File: config.mk
export PLATFORM = sky130hd
export DESIGN_NAME = elgamal_decrypt_top
export DESIGN_NICKNAME = d
export VERILOG_FILES = /design/src/rtl/elg_pkg.sv /design/src/rtl/elg_ctrl.sv /design/src/rtl/elg_datapath.sv /design/src/rtl/elgamal_decrypt_top.sv
export SDC_FILE = /design/constraint.sdc
export NUM_CORES = 1
export LEC_CHECK = 0
export BUFFER_PORTS_ARGS = -buffer_cell sky130_fd_sc_hd__buf_4
export CORE_ASPECT_RATIO = 0.75
export CORE_UTILIZATION = 65
export CTS_CLUSTER_DIAMETER = 100
export DETAILED_ROUTE_END_ITERATION = 8
export PLACE_DENSITY = 0.95
export SKIP_LAST_GASP = 1
export SYNTH_ARGS = -nofsm -noshare
export SYNTH_HDL_FRONTEND = slang
export SYNTH_SLANG_ARGS = --single-unit
export TNS_END_PERCENT = 50
File: constraint.sdc
create_clock -name clk -period 18.8 [get_ports clk]
set_input_delay 0.94 -clock clk [delete_from_list [all_inputs] [get_ports clk]]
set_output_delay 0.94 -clock clk [all_outputs]
set_load 0.1 [all_outputs]
File: src/rtl/elg_pkg.sv
// shared types, constants and codes of the elgamal decryption block
package elg_pkg;

	// default word width of modulus, exponent and ciphertext values
	localparam int WORD_BITS_DEF = 32;

	// configuration register index width and register indexes
	localparam int CFG_IDX_BITS = 2;
	localparam logic [CFG_IDX_BITS-1:0] REG_MODULUS  = 2'd0;
	localparam logic [CFG_IDX_BITS-1:0] REG_EXPONENT = 2'd1;

	// controller states
	typedef enum logic [3:0] {
		ST_IDLE,
		ST_REDUCE,
		ST_INIT_INV,
		ST_INV_CHK,
		ST_INV_MUL,
		ST_INV_SQR,
		ST_PWR_CHK,
		ST_PWR_MUL,
		ST_PWR_SQR,
		ST_FINAL
	} state_t;

	// operand pairs of the modular multiplier
	typedef enum logic [1:0] {
		SEL_ACC_BASE,
		SEL_BASE_BASE,
		SEL_C2_ACC
	} mul_sel_t;

	// commands from controller to datapath
	typedef struct packed {
		logic     load_item;
		logic     red_step;
		logic     init_inv;
		logic     init_pow;
		logic     mul_load;
		mul_sel_t mul_sel;
		logic     mul_step;
		logic     write_acc;
		logic     write_base;
		logic     shift_exp;
		logic     emit_mul;
		logic     emit_zero;
	} cmd_t;

	// status from datapath to controller
	typedef struct packed {
		logic mod_zero;
		logic exp_zero;
		logic exp_lsb;
		logic step_last;
	} status_t;

endpackage

File: src/rtl/elg_ctrl.sv
// controller state machine sequencing reduction, two exponentiations and final multiply
module elg_ctrl (
	input  logic             clk,
	input  logic             arst_n,
	input  logic             start,
	input  elg_pkg::status_t status,
	output logic             busy,
	output elg_pkg::cmd_t    cmd
);
	import elg_pkg::*;

	state_t state_q;
	state_t state_next;

	// state register
	always_ff @(posedge clk or negedge arst_n) begin
		if (!arst_n) begin
			state_q <= ST_IDLE;
		end else begin
			state_q <= state_next;
		end
	end

	// next state
	always_comb begin
		state_next = state_q;
		case (state_q)
			ST_IDLE: begin
				if (start && !status.mod_zero) state_next = ST_REDUCE;
			end
			ST_REDUCE: begin
				if (status.step_last) state_next = ST_INIT_INV;
			end
			ST_INIT_INV: state_next = ST_INV_CHK;
			ST_INV_CHK: begin
				if (status.exp_zero) state_next = ST_PWR_CHK;
				else if (status.exp_lsb) state_next = ST_INV_MUL;
				else state_next = ST_INV_SQR;
			end
			ST_INV_MUL: begin
				if (status.step_last) state_next = ST_INV_SQR;
			end
			ST_INV_SQR: begin
				if (status.step_last) state_next = ST_INV_CHK;
			end
			ST_PWR_CHK: begin
				if (status.exp_zero) state_next = ST_FINAL;
				else if (status.exp_lsb) state_next = ST_PWR_MUL;
				else state_next = ST_PWR_SQR;
			end
			ST_PWR_MUL: begin
				if (status.step_last) state_next = ST_PWR_SQR;
			end
			ST_PWR_SQR: begin
				if (status.step_last) state_next = ST_PWR_CHK;
			end
			ST_FINAL: begin
				if (status.step_last) state_next = ST_IDLE;
			end
			default: state_next = ST_IDLE;
		endcase
	end

	// command outputs
	always_comb begin
		cmd  = '0;
		busy = 1'b1;
		case (state_q)
			ST_IDLE: begin
				busy = 1'b0;
				if (start) begin
					if (status.mod_zero) cmd.emit_zero = 1'b1;
					else cmd.load_item = 1'b1;
				end
			end
			ST_REDUCE: cmd.red_step = 1'b1;
			ST_INIT_INV: cmd.init_inv = 1'b1;
			ST_INV_CHK, ST_PWR_CHK: begin
				if (status.exp_zero) begin
					if (state_q == ST_INV_CHK) begin
						cmd.init_pow = 1'b1;
					end else begin
						cmd.mul_load = 1'b1;
						cmd.mul_sel  = SEL_C2_ACC;
					end
				end else begin
					cmd.mul_load = 1'b1;
					cmd.mul_sel  = status.exp_lsb ? SEL_ACC_BASE : SEL_BASE_BASE;
				end
			end
			ST_INV_MUL, ST_PWR_MUL: begin
				cmd.mul_step = 1'b1;
				if (status.step_last) begin
					cmd.write_acc = 1'b1;
					cmd.mul_load  = 1'b1;
					cmd.mul_sel   = SEL_BASE_BASE;
				end
			end
			ST_INV_SQR, ST_PWR_SQR: begin
				cmd.mul_step = 1'b1;
				if (status.step_last) begin
					cmd.write_base = 1'b1;
					cmd.shift_exp  = 1'b1;
				end
			end
			ST_FINAL: begin
				cmd.mul_step = 1'b1;
				if (status.step_last) cmd.emit_mul = 1'b1;
			end
			default: busy = 1'b0;
		endcase
	end

endmodule

File: src/rtl/elg_datapath.sv
// datapath: modular reduction, shift-and-add modular multiplier and exponent registers
module elg_datapath #(
	parameter int WORD_BITS = elg_pkg::WORD_BITS_DEF
) (
	input  logic                 clk,
	input  logic                 arst_n,
	input  elg_pkg::cmd_t        cmd,
	output elg_pkg::status_t     status,
	input  logic [WORD_BITS-1:0] modulus,
	input  logic [WORD_BITS-1:0] exponent,
	input  logic [WORD_BITS-1:0] cipher_first,
	input  logic [WORD_BITS-1:0] cipher_second,
	output logic [WORD_BITS-1:0] plain_value,
	output logic                 done
);
	import elg_pkg::*;

	localparam int CNT_BITS = $clog2(WORD_BITS);
	localparam logic [CNT_BITS-1:0] CNT_LAST = CNT_BITS'(WORD_BITS - 1);

	// (a + b) mod m for a, b below m
	function automatic logic [WORD_BITS-1:0] add_mod(
		input logic [WORD_BITS-1:0] a,
		input logic [WORD_BITS-1:0] b,
		input logic [WORD_BITS-1:0] m
	);
		logic [WORD_BITS:0] s;
		s = {1'b0, a} + {1'b0, b};
		if (s >= {1'b0, m}) s = s - {1'b0, m};
		return s[WORD_BITS-1:0];
	endfunction

	// one restoring remainder step: shift in a bit, subtract if not below m
	function automatic logic [WORD_BITS-1:0] red_bit(
		input logic [WORD_BITS-1:0] r,
		input logic                 b,
		input logic [WORD_BITS-1:0] m
	);
		logic [WORD_BITS:0] t;
		t = {r, b};
		if (t >= {1'b0, m}) t = t - {1'b0, m};
		return t[WORD_BITS-1:0];
	endfunction

	logic [CNT_BITS-1:0]  cnt_q;
	logic [WORD_BITS-1:0] acc_q, base_q, exp_q;
	logic [WORD_BITS-1:0] src1_q, src2_q, rem1_q, rem2_q;
	logic [WORD_BITS-1:0] ma_q, mb_q, mr_q;
	logic [WORD_BITS-1:0] plain_q;
	logic                 done_q;

	logic [WORD_BITS-1:0] one_val;
	logic [WORD_BITS-1:0] mr_next, ma_next;
	logic [WORD_BITS-1:0] op_a, op_b;

	// one mod p, which is zero when p is one
	assign one_val = (modulus == WORD_BITS'(1)) ? '0 : WORD_BITS'(1);

	// multiplier step: add multiplicand on a set bit, double multiplicand
	assign mr_next = mb_q[0] ? add_mod(mr_q, ma_q, modulus) : mr_q;
	assign ma_next = add_mod(ma_q, ma_q, modulus);

	// multiplier operand select
	always_comb begin
		case (cmd.mul_sel)
			SEL_ACC_BASE: begin
				op_a = base_q;
				op_b = acc_q;
			end
			SEL_BASE_BASE: begin
				op_a = base_q;
				op_b = base_q;
			end
			SEL_C2_ACC: begin
				op_a = rem2_q;
				op_b = acc_q;
			end
			default: begin
				op_a = base_q;
				op_b = acc_q;
			end
		endcase
	end

	// step counter and result strobe
	always_ff @(posedge clk or negedge arst_n) begin
		if (!arst_n) begin
			cnt_q  <= '0;
			done_q <= 1'b0;
		end else begin
			done_q <= cmd.emit_mul || cmd.emit_zero;
			if (cmd.load_item || cmd.mul_load) cnt_q <= '0;
			else if (cmd.red_step || cmd.mul_step) cnt_q <= cnt_q + CNT_BITS'(1);
		end
	end

	// reduction lanes for both ciphertext components
	always_ff @(posedge clk) begin
		if (cmd.load_item) begin
			src1_q <= cipher_first;
			src2_q <= cipher_second;
			rem1_q <= '0;
			rem2_q <= '0;
		end else if (cmd.red_step) begin
			src1_q <= {src1_q[WORD_BITS-2:0], 1'b0};
			src2_q <= {src2_q[WORD_BITS-2:0], 1'b0};
			rem1_q <= red_bit(rem1_q, src1_q[WORD_BITS-1], modulus);
			rem2_q <= red_bit(rem2_q, src2_q[WORD_BITS-1], modulus);
		end
	end

	// modular multiplier registers
	always_ff @(posedge clk) begin
		if (cmd.mul_load) begin
			ma_q <= op_a;
			mb_q <= op_b;
			mr_q <= '0;
		end else if (cmd.mul_step) begin
			ma_q <= ma_next;
			mb_q <= {1'b0, mb_q[WORD_BITS-1:1]};
			mr_q <= mr_next;
		end
	end

	// square-and-multiply working registers
	always_ff @(posedge clk) begin
		if (cmd.init_inv) begin
			acc_q  <= one_val;
			base_q <= rem1_q;
			exp_q  <= modulus - WORD_BITS'(2);
		end else if (cmd.init_pow) begin
			acc_q  <= one_val;
			base_q <= acc_q;
			exp_q  <= exponent;
		end else begin
			if (cmd.write_acc) acc_q <= mr_next;
			if (cmd.write_base) base_q <= mr_next;
			if (cmd.shift_exp) exp_q <= {1'b0, exp_q[WORD_BITS-1:1]};
		end
	end

	// result register
	always_ff @(posedge clk) begin
		if (cmd.emit_mul) plain_q <= mr_next;
		else if (cmd.emit_zero) plain_q <= '0;
	end

	assign status.mod_zero  = (modulus == '0);
	assign status.exp_zero  = (exp_q == '0);
	assign status.exp_lsb   = exp_q[0];
	assign status.step_last = (cnt_q == CNT_LAST);

	assign plain_value = plain_q;
	assign done        = done_q;

endmodule

File: src/rtl/elgamal_decrypt_top.sv
// top level of the elgamal decryption block: configuration registers, controller, datapath
//
// One ciphertext pair is taken when start is high and busy is low; the plaintext
// appears on plain_value for exactly one cycle with done high, and the receiver
// cannot stall it. One item is worked on at a time. Both inputs are first reduced
// mod p in a bit-serial remainder unit; two exponentiations follow (with p-2 and
// then with x), and then a final multiply by the reduced c2. A shift-and-add
// modular multiplier serves every square and multiply. With p zero the result
// is zero in the cycle after acceptance. Configuration beats are always
// taken (cfg_ready is high) and must only arrive while the block is idle.
module elgamal_decrypt_top #(
	parameter int WORD_BITS = elg_pkg::WORD_BITS_DEF
) (
	input  logic                             clk,
	input  logic                             arst_n,
	input  logic                             start,
	output logic                             busy,
	input  logic [WORD_BITS-1:0]             cipher_first,
	input  logic [WORD_BITS-1:0]             cipher_second,
	output logic                             done,
	output logic [WORD_BITS-1:0]             plain_value,
	input  logic                             cfg_valid,
	output logic                             cfg_ready,
	input  logic [elg_pkg::CFG_IDX_BITS-1:0] cfg_index,
	input  logic [WORD_BITS-1:0]             cfg_data
);
	import elg_pkg::*;

	logic [WORD_BITS-1:0] modulus_q;
	logic [WORD_BITS-1:0] exponent_q;
	cmd_t                 cmd;
	status_t              status;

	assign cfg_ready = 1'b1;

	// configuration registers
	always_ff @(posedge clk or negedge arst_n) begin
		if (!arst_n) begin
			modulus_q  <= WORD_BITS'(3);
			exponent_q <= '0;
		end else if (cfg_valid && cfg_ready) begin
			case (cfg_index)
				REG_MODULUS:  modulus_q  <= cfg_data;
				REG_EXPONENT: exponent_q <= cfg_data;
				default: ;
			endcase
		end
	end

	elg_ctrl u_ctrl (
		.clk    (clk),
		.arst_n (arst_n),
		.start  (start),
		.status (status),
		.busy   (busy),
		.cmd    (cmd)
	);

	elg_datapath #(
		.WORD_BITS (WORD_BITS)
	) u_datapath (
		.clk           (clk),
		.arst_n        (arst_n),
		.cmd           (cmd),
		.status        (status),
		.modulus       (modulus_q),
		.exponent      (exponent_q),
		.cipher_first  (cipher_first),
		.cipher_second (cipher_second),
		.plain_value   (plain_value),
		.done          (done)
	);

	// an accepted item with a nonzero modulus keeps the block busy
	a_accept_busy: assert property (@(posedge clk) disable iff (!arst_n)
		(start && !busy && modulus_q != '0) |=> busy)
		else $error("accepted item did not start work");

	// the result beat comes out only once the sequence is finished
	a_done_idle: assert property (@(posedge clk) disable iff (!arst_n)
		done |-> !busy)
		else $error("result beat while still busy");

	// with a nonzero modulus, a result is always a residue of the modulus
	a_done_range: assert property (@(posedge clk) disable iff (!arst_n)
		(done && modulus_q != '0) |-> (plain_value < modulus_q))
		else $error("result not reduced mod p");

	// a zero modulus gives a zero result
	a_done_zero: assert property (@(posedge clk) disable iff (!arst_n)
		(done && modulus_q == '0) |-> (plain_value == '0))
		else $error("nonzero result with zero modulus");

endmodule

## Word-level counts from Yosys, hierarchy flattened

Index checks and enable logic that the tools add are counted.

| cells by class | value |
|---|---|
| $add $sub $neg | 8 |
| multipliers | 0 |
| div/mod/pow operators | 0 |
| magnitude comparators | 4 |
| eq/ne operators | 21 |
| shifts and indexed selects | 0 |
| multiplexer cells | 64 |
| bitwise logic cells | 0 |
| reductions and logical operators | 24 |

Operators with widths:

| kind | number |
|---|---|
| $mux W32 | 26 |
| $ge A33 B32 Y1 | 4 |
| $sub A32 B32 Y32 | 4 |
| $add A32 B32 Y33 | 2 |
| $logic_not A32 Y1 | 2 |
| $mux W4 | 10 |
| $pmux W4 S10 | 1 |
| $eq A32 B1 Y1 const B | 1 |
| $sub A32 B2 Y32 const B | 1 |
| $mux W1 | 19 |
| $eq A4 B3 Y1 const B | 4 |
| $ne A2 B2 Y1 const B | 6 |
| $mux W5 | 2 |
| $mux W3 | 3 |
| $reduce_bool A3 Y1 | 3 |
| $reduce_or A9 Y1 | 1 |
| $eq A4 B2 Y1 const B | 2 |
| $eq A4 B4 Y1 const B | 2 |
| $reduce_bool A2 Y1 | 4 |
| $reduce_and A7 Y1 | 1 |
| $pmux W3 S2 | 1 |
| $reduce_or A2 Y1 | 3 |
| $add A5 B1 Y5 const B | 1 |
| $eq A5 B5 Y1 const B | 1 |
| 12 further kinds | 17 |

| word-level totals | value |
|---|---|
| register bits after elaboration | 426 |
| latch bits | 0 |
| memory bits (writable) | 0 |
| ROM bits | 0 |
| input bits | 102 |
| output and inout port bits | 35 |
| word-level logic and storage cells | 137 |
| memories kept | 0 |

## Logic depth before layout (Yosys ltp)

| depth | value |
|---|---|
| depth after elaboration | 7 |
| mapped depth | 22 |
| mapped depth without buffers | 20 |

## Hierarchy

From an unflattened synthesis, not the netlist that was laid out.

| unflattened totals | value |
|---|---|
| cell total of the unflattened synthesis | 2,985 |
| area, all modules | 28,563.6 um^2 |

By module, submodules not included:

| module | instances | cells an instance | area an instance (um^2) | seq. area each (um^2) |
|---|---|---|---|---|
| elg_datapath | 1 | 2,778 | 25,610.8 | 9,759.4 |
| elgamal_decrypt_top | 1 | 138 | 2,429.8 | 1,604.0 |
| elg_ctrl | 1 | 69 | 523.0 | 100.1 |

## Worst setup path after synthesis

No wires, ideal clock.

| timing | value |
|---|---|
| kind | register -> register |
| start | reg u_datapath.exp_q[0] |
| end | reg u_datapath.base_q[0] (enable) |
| setup time | 0.574 ns |
| arrival time | 5.835 ns |
| required time | 18.226 ns |
| path slack | 12.390 ns |
| stages on the path, launching flop included | 8 |
| buffers on the path | 0 |
| clock period less this slack | 6.410 ns |
| cells stage by stage | edfxtp_1 > nor4_1 > nand4_1 > nor2_1 > inv_1 > a21oi_1 > a31oi_1 > o21ai_0 |

| between the ends | value |
|---|---|
| cells in the longest elaborated chain, start to end | 4 |

RTL lines:

| what | RTL line | source |
|---|---|---|
| from (decl) | elg_datapath.sv:46 | `logic [WORD_BITS-1:0] acc_q, base_q, exp_q;` |
| from (signal assigned) | elg_datapath.sv:130 | `exp_q <= modulus - WORD_BITS'(2);` |
| from (signal assigned) | elg_datapath.sv:134 | `exp_q <= exponent;` |
| from (signal assigned) | elg_datapath.sv:138 | `if (cmd.shift_exp) exp_q <= {1'b0, exp_q[WORD_BITS-1:1]};` |
| $logic_not A32 Y1 | elg_datapath.sv:149 | `assign status.exp_zero = (exp_q == '0);` |
| $mux W1 | elg_ctrl.sv:79 | `if (status.exp_zero) begin` |
| $mux W1 | elg_ctrl.sv:68 | `case (state_q)` |
| $reduce_bool A3 Y1 (no source line) | n/a |  |
| to (signal assigned) | elg_datapath.sv:129 | `base_q <= rem1_q;` |
| to (signal assigned) | elg_datapath.sv:133 | `base_q <= acc_q;` |
| to (signal assigned) | elg_datapath.sv:137 | `if (cmd.write_base) base_q <= mr_next;` |
| to (decl) | elg_datapath.sv:46 |  |

No other way between the ends.
A chain may end at the register's enable or synchronous reset.

## Worst setup path in the final report

| timing | value |
|---|---|
| start | reg u_datapath.ma_q[0] |
| end | reg u_datapath.base_q[15] (data pin) |

| between the ends | value |
|---|---|
| cells in the longest elaborated chain, start to end | 7 |
| elaborated cells between the ends (all ways) | 8 |
| classes of those cells | 2 x add/sub; 1 x order compare; 5 x mux |

RTL lines:

| what | RTL line | source |
|---|---|---|
| from (decl) | elg_datapath.sv:48 | `logic [WORD_BITS-1:0] ma_q, mb_q, mr_q;` |
| from (signal assigned) | elg_datapath.sv:115 | `ma_q <= op_a;` |
| from (signal assigned) | elg_datapath.sv:119 | `ma_q <= ma_next;` |
| $add A32 B32 Y33 * | elg_datapath.sv:28 | `s = {1'b0, a} + {1'b0, b};` |
| $sub A32 B32 Y32 / $ge A33 B32 Y1 (equally long branches) | elg_datapath.sv:29 | `if (s >= {1'b0, m}) s = s - {1'b0, m};` |
| $mux W32 * | elg_datapath.sv:29 |  |
| $mux W32 * | elg_datapath.sv:60 | `assign mr_next = mb_q[0] ? add_mod(mr_q, ma_q, modulus) : mr_q;` |
| $mux W32 * | elg_datapath.sv:137 |  |
| $mux W32 * | elg_datapath.sv:131 | `end else if (cmd.init_pow) begin` |
| $mux W32 * | elg_datapath.sv:127 | `if (cmd.init_inv) begin` |

Mark *: on every way between the ends. The rest lies on a longest branch, timed or not. The select of a mux whose other input is x is not followed.

==> tab_implementation.tex <==
\begin{tabular}{lr}
\hline
Metric & Value \\
\hline
\multicolumn{2}{l}{\textbf{Synthesis}} \\
Post-Syn Area per Cell & 9.12 sq um \\
Post-synth cell types & 85 \\
Syn Std Cell Area & approximately 28,000 sq um \\
Largest cells by area after synthesis & sky130\_fd\_sc\_hd\_\_edfxtp\_1 28\%, sky130\_fd\_sc\_hd\_\_ha\_1 7.3\%, sky130\_fd\_sc\_hd\_\_dfxtp\_1 6.9\% \\
Ys flop type & sky130\_fd\_sc\_hd\_\_edfxtp\_1 \\
Number of storage elements in the synthesis netlist & 426 \\
Share of synthesized registers carrying an async set or reset & 17.4\% \\
EDFF count, synth & between 200 and 300 \\
Fraction of synthesized cell area taken by the top area cell type & 27.7\% \\
Post-synthesis cell type with the largest combined area & sky130\_fd\_sc\_hd\_\_edfxtp\_1 \\
Number of warning messages in the yosys log & 0 \\
Post-synthesis sequential area ratio & about two fifths \\
Synthesized netlist net count & between 3,000 and 4,000 \\
Synthesized instance count & approximately 3,000 \\
\multicolumn{2}{l}{\textbf{STA}} \\
Setup repair after global routing missed its margin & false \\
Final Hold Violating Endpoints & 0 \\
Final setup violation count & 0 \\
Relative slew slack & between 10\% and 20\% \\
Slew of the pin with the lowest slew margin & approximately 1300 ps \\
Clk\_skew & roughly 29 ps \\
Maximum clock rate & $\sim$0.15 GHz \\
Time the final worst path needs with I/O delays and setup & 6880 ps \\
Share of the clock period used by the worst path & between 30\% and 40\% \\
Final number of max-transition violations & 0 \\
Sum Neg Setup Slack & 0 ps \\
\multicolumn{2}{l}{\textbf{Floorplanning}} \\
Die width & 241 microns \\
I/O pin cnt & roughly 140 \\
Die Span Y & approximately 180 microns \\
Die area & $\sim$44,000 sq um \\
Number of placement rows & 65 \\
Core Area & 42,100 sq um \\
Initial Utilization & approximately 66\% \\
\multicolumn{2}{l}{\textbf{CTS}} \\
Total clock sinks & roughly 430 \\
Insertion delay to the later sink of the worst-skew pair & roughly 580 ps \\
Setup repair bufs after CTS & 0 \\
TritonCTS Buffers & 44 \\
CTS clock-pin slew for the worst setup and hold paths & 60 ps \\
Clock Path Buffers & 3 \\
Clock root cell & sky130\_fd\_sc\_hd\_\_clkbuf\_16 \\
Total number of H-tree levels & 2 \\
Hold bufs inserted after CTS & 0 \\
Number of gates given a new drive strength after cts & 0 \\
CTS tree & done \\
\multicolumn{2}{l}{\textbf{Drt}} \\
\# DRC & 0 \\
Number of optimization iterations in the first detailed-route pass & 8 \\
Detail Route Antenna Nets & 0 \\
First DRT Iteration DRCs & around 3,500 \\
Average routed wire per standard cell & about 23 microns \\
Final wirelength & between 80,000 and 90,000 microns \\
Number of vias per cell after detailed routing & around 6.8 \\
DR vias & 25,300 \\
\multicolumn{2}{l}{\textbf{Setup path}} \\
Critical Path Slowest Stage Cell & sky130\_fd\_sc\_hd\_\_a2bb2oi\_1 \\
Stage delay of the slowest cell on the critical path & 650 ps \\
Sort of element at the end of the critical path & flip-flop \\
Largest fanout of any net on the critical path & 17 \\
Setup CP Type & flip-flop to flip-flop \\
Required time of the critical path & around 19,000 ps \\
Launching element type of the critical path & flip-flop \\
Crit-path most repeated cell & sky130\_fd\_sc\_hd\_\_a21oi\_1 \\
Critical path cell sequence & ha\_1 > fa\_1 > a211o\_1 > o211ai\_1 > o21ai\_0 > a2bb2oi\_1 > nand2\_1 > a31oi\_1 > xnor2\_1 > ha\_1 > and2\_1 > a21o\_1 > a21oi\_1 > a21oi\_1 > a21oi\_1 > nor3\_1 > nor2\_4 > buf\_4 > mux2\_2 > a2111oi\_0 > nor2\_1 \\
Data arrival time of the critical path & slightly above 7000 ps \\
Reg-to-reg setup timing slack & approximately 12,000 ps \\
\multicolumn{2}{l}{\textbf{Cells and area}} \\
Final cell count without fillers & between 3,000 and 4,000 \\
Most common library cell in the layout ignoring fill and taps & sky130\_fd\_sc\_hd\_\_nand2\_1 \\
Net count, final & around 3,400 \\
Register Area & $\sim$11,000 sq um \\
Commonest cells after routing, fill and taps aside & 496 x sky130\_fd\_sc\_hd\_\_nand2\_1, 256 x sky130\_fd\_sc\_hd\_\_edfxtp\_1, 215 x sky130\_fd\_sc\_hd\_\_o21ai\_0, 200 x sky130\_fd\_sc\_hd\_\_a21oi\_1, 196 x sky130\_fd\_sc\_hd\_\_nor2\_1 \\
Final Util & between 70\% and 80\% \\
Area used by multi-input combinational logic & approximately 15,000 sq um \\
Fraction of layout cells with a size suffix above 1 & about a tenth \\
Synthesis-to-layout area growth & 10.2\% \\
Fillcell total & 3,055 \\
\multicolumn{2}{l}{\textbf{Global routing}} \\
Number of global-route vias before repair & about 24,000 \\
Antenna violations before repair & 1 \\
Global Route met2 Usage & 59.4\% \\
Residual overflow from global routing & 0 \\
Routing usage on met1 & between 50\% and 60\% \\
Global routing usage summed across all routing layers & 39.2\% \\
Met3 routing resource usage after global routing & about 7.5\% \\
Largest net degree at the start of global routing & between 80 and 90 \\
First-pass GRT wire length & approximately 130,000 microns \\
Routing layer with the top usage in global route & met2 \\
\multicolumn{2}{l}{\textbf{Flow run}} \\
Max capacitance violation total & 0 \\
\multicolumn{2}{l}{\textbf{Placed design}} \\
Placed insts & between 3,000 and 4,000 \\
Placer's final routability congestion estimate & around 1.0 \\
Count of port buffers added during placement & roughly 140 \\
DP HPWL & around 60,000 microns \\
\multicolumn{2}{l}{\textbf{Hold path}} \\
Hold Crit Class & flip-flop to flip-flop \\
\multicolumn{2}{l}{\textbf{Run status}} \\
Run status & complete, no violations \\
\hline
\end{tabular}
[cells by family (layout without fill, tap and decap cells)]
kind of cell	Yosys count	in the layout	synth area share, %
flops	426	426	41.3
compound gates	916	916	21.4
other cells	1	2	0.0135
xor+xnor	150	150	4.73
simple gates	986	986	15.8
mux	144	144	5.38
buf+inv	252	334	3.68
fa+ha+maj	169	169	7.74
[Yosys cell counts (47+ instances only)]
library cell,count
sky130_fd_sc_hd__xor2_1,47
sky130_fd_sc_hd__mux2i_1,102
sky130_fd_sc_hd__ha_1,163
sky130_fd_sc_hd__a21oi_1,202
sky130_fd_sc_hd__inv_1,87
sky130_fd_sc_hd__a31oi_1,50
sky130_fd_sc_hd__a21o_1,81
sky130_fd_sc_hd__a211oi_1,145
sky130_fd_sc_hd__dfrtp_1,72
sky130_fd_sc_hd__nand2_1,498
sky130_fd_sc_hd__edfxtp_1,256
sky130_fd_sc_hd__nor2_1,198
sky130_fd_sc_hd__clkbuf_1,132
sky130_fd_sc_hd__dfxtp_1,96
sky130_fd_sc_hd__nand3_1,55
sky130_fd_sc_hd__xnor2_1,103
sky130_fd_sc_hd__o21ai_0,217
[worst max-delay path: cells and delay by family (launching register included)]
kind	cells	cell delay, ps
compound gates	10	2940
xor+xnor	1	180
fa+ha+maj	3	1020
buf+inv	1	420
flops	1	440
mux	1	400
simple gates	5	1190
[cell type report]
cell class | instances | share of cell area [%]
multi-input cells | 2366 | 50.4
flip-flops and latches | 426 | 37.5
clock buffers | 60 | 4.06
repair buffers | 163 | 4.00
well taps | 569 | 2.33
inverters | 90 | 1.10
clock inverters | 21 | 0.663
diodes | 1 | 0.00818
[routing by layer]
layer  vias to the layer above  routed length [microns]  part of all wire (%)
met2                      1637                    37500                    44
met4                         0                     4890                   5.7
met3                       313                     9730                    11
met1                     12000                    33800                    39
li1                      11400                        -                     -
met5                         -                        0                     0
[through the flow]
stage | hold WS (ps) | setup WS, ps | cell area, sq um
floorplan | 447 | 12390 | 27800
global placement | 471 | 12400 | 29100
detailed placement | 486 | 12240 | 29100
CTS | 496 | 12190 | 30600
global route | 520 | 11610 | 30600
finish | 493 | 11920 | 30600
[final timing paths]
check                                                 startpoint                          endpoint  cells after the start
worst min-delay path            u_datapath.mr_q[15]$_SDFFE_PP0P_  u_datapath.mr_q[15]$_SDFFE_PP0P_                      2
worst min register to register  u_datapath.mr_q[15]$_SDFFE_PP0P_  u_datapath.mr_q[15]$_SDFFE_PP0P_                      2
worst max-delay path                u_datapath.ma_q[0]$_DFFE_PP_   u_datapath.base_q[15]$_DFFE_PP_                     21
worst max register to register      u_datapath.ma_q[0]$_DFFE_PP_   u_datapath.base_q[15]$_DFFE_PP_                     21
min in group asynchronous                                 arst_n   u_datapath.cnt_q[2]$_DFFE_PN0P_                      1
max in group asynchronous                                 arst_n         u_datapath.done$_DFF_PN0_                      1
[sequential cells by signal (all words and copies together), names as in the netlist]
register	cells
u_datapath.plain_value	32
u_datapath.cnt_q	5
u_datapath.acc_q	32
u_ctrl.state_q	4
u_datapath.mb_q	32
u_datapath.ma_q	32
u_datapath.rem2_q	32
u_datapath.src2_q	32
modulus_q	32
u_datapath.base_q	32
u_datapath.mr_q	32
u_datapath.src1_q	32
u_datapath.done	1
u_datapath.exp_q	32
exponent_q	32
u_datapath.rem1_q	32
Power is left out: the tool's default activity adds up to more than one toggle a clock period on the data nets, which glitch-free logic cannot reach.
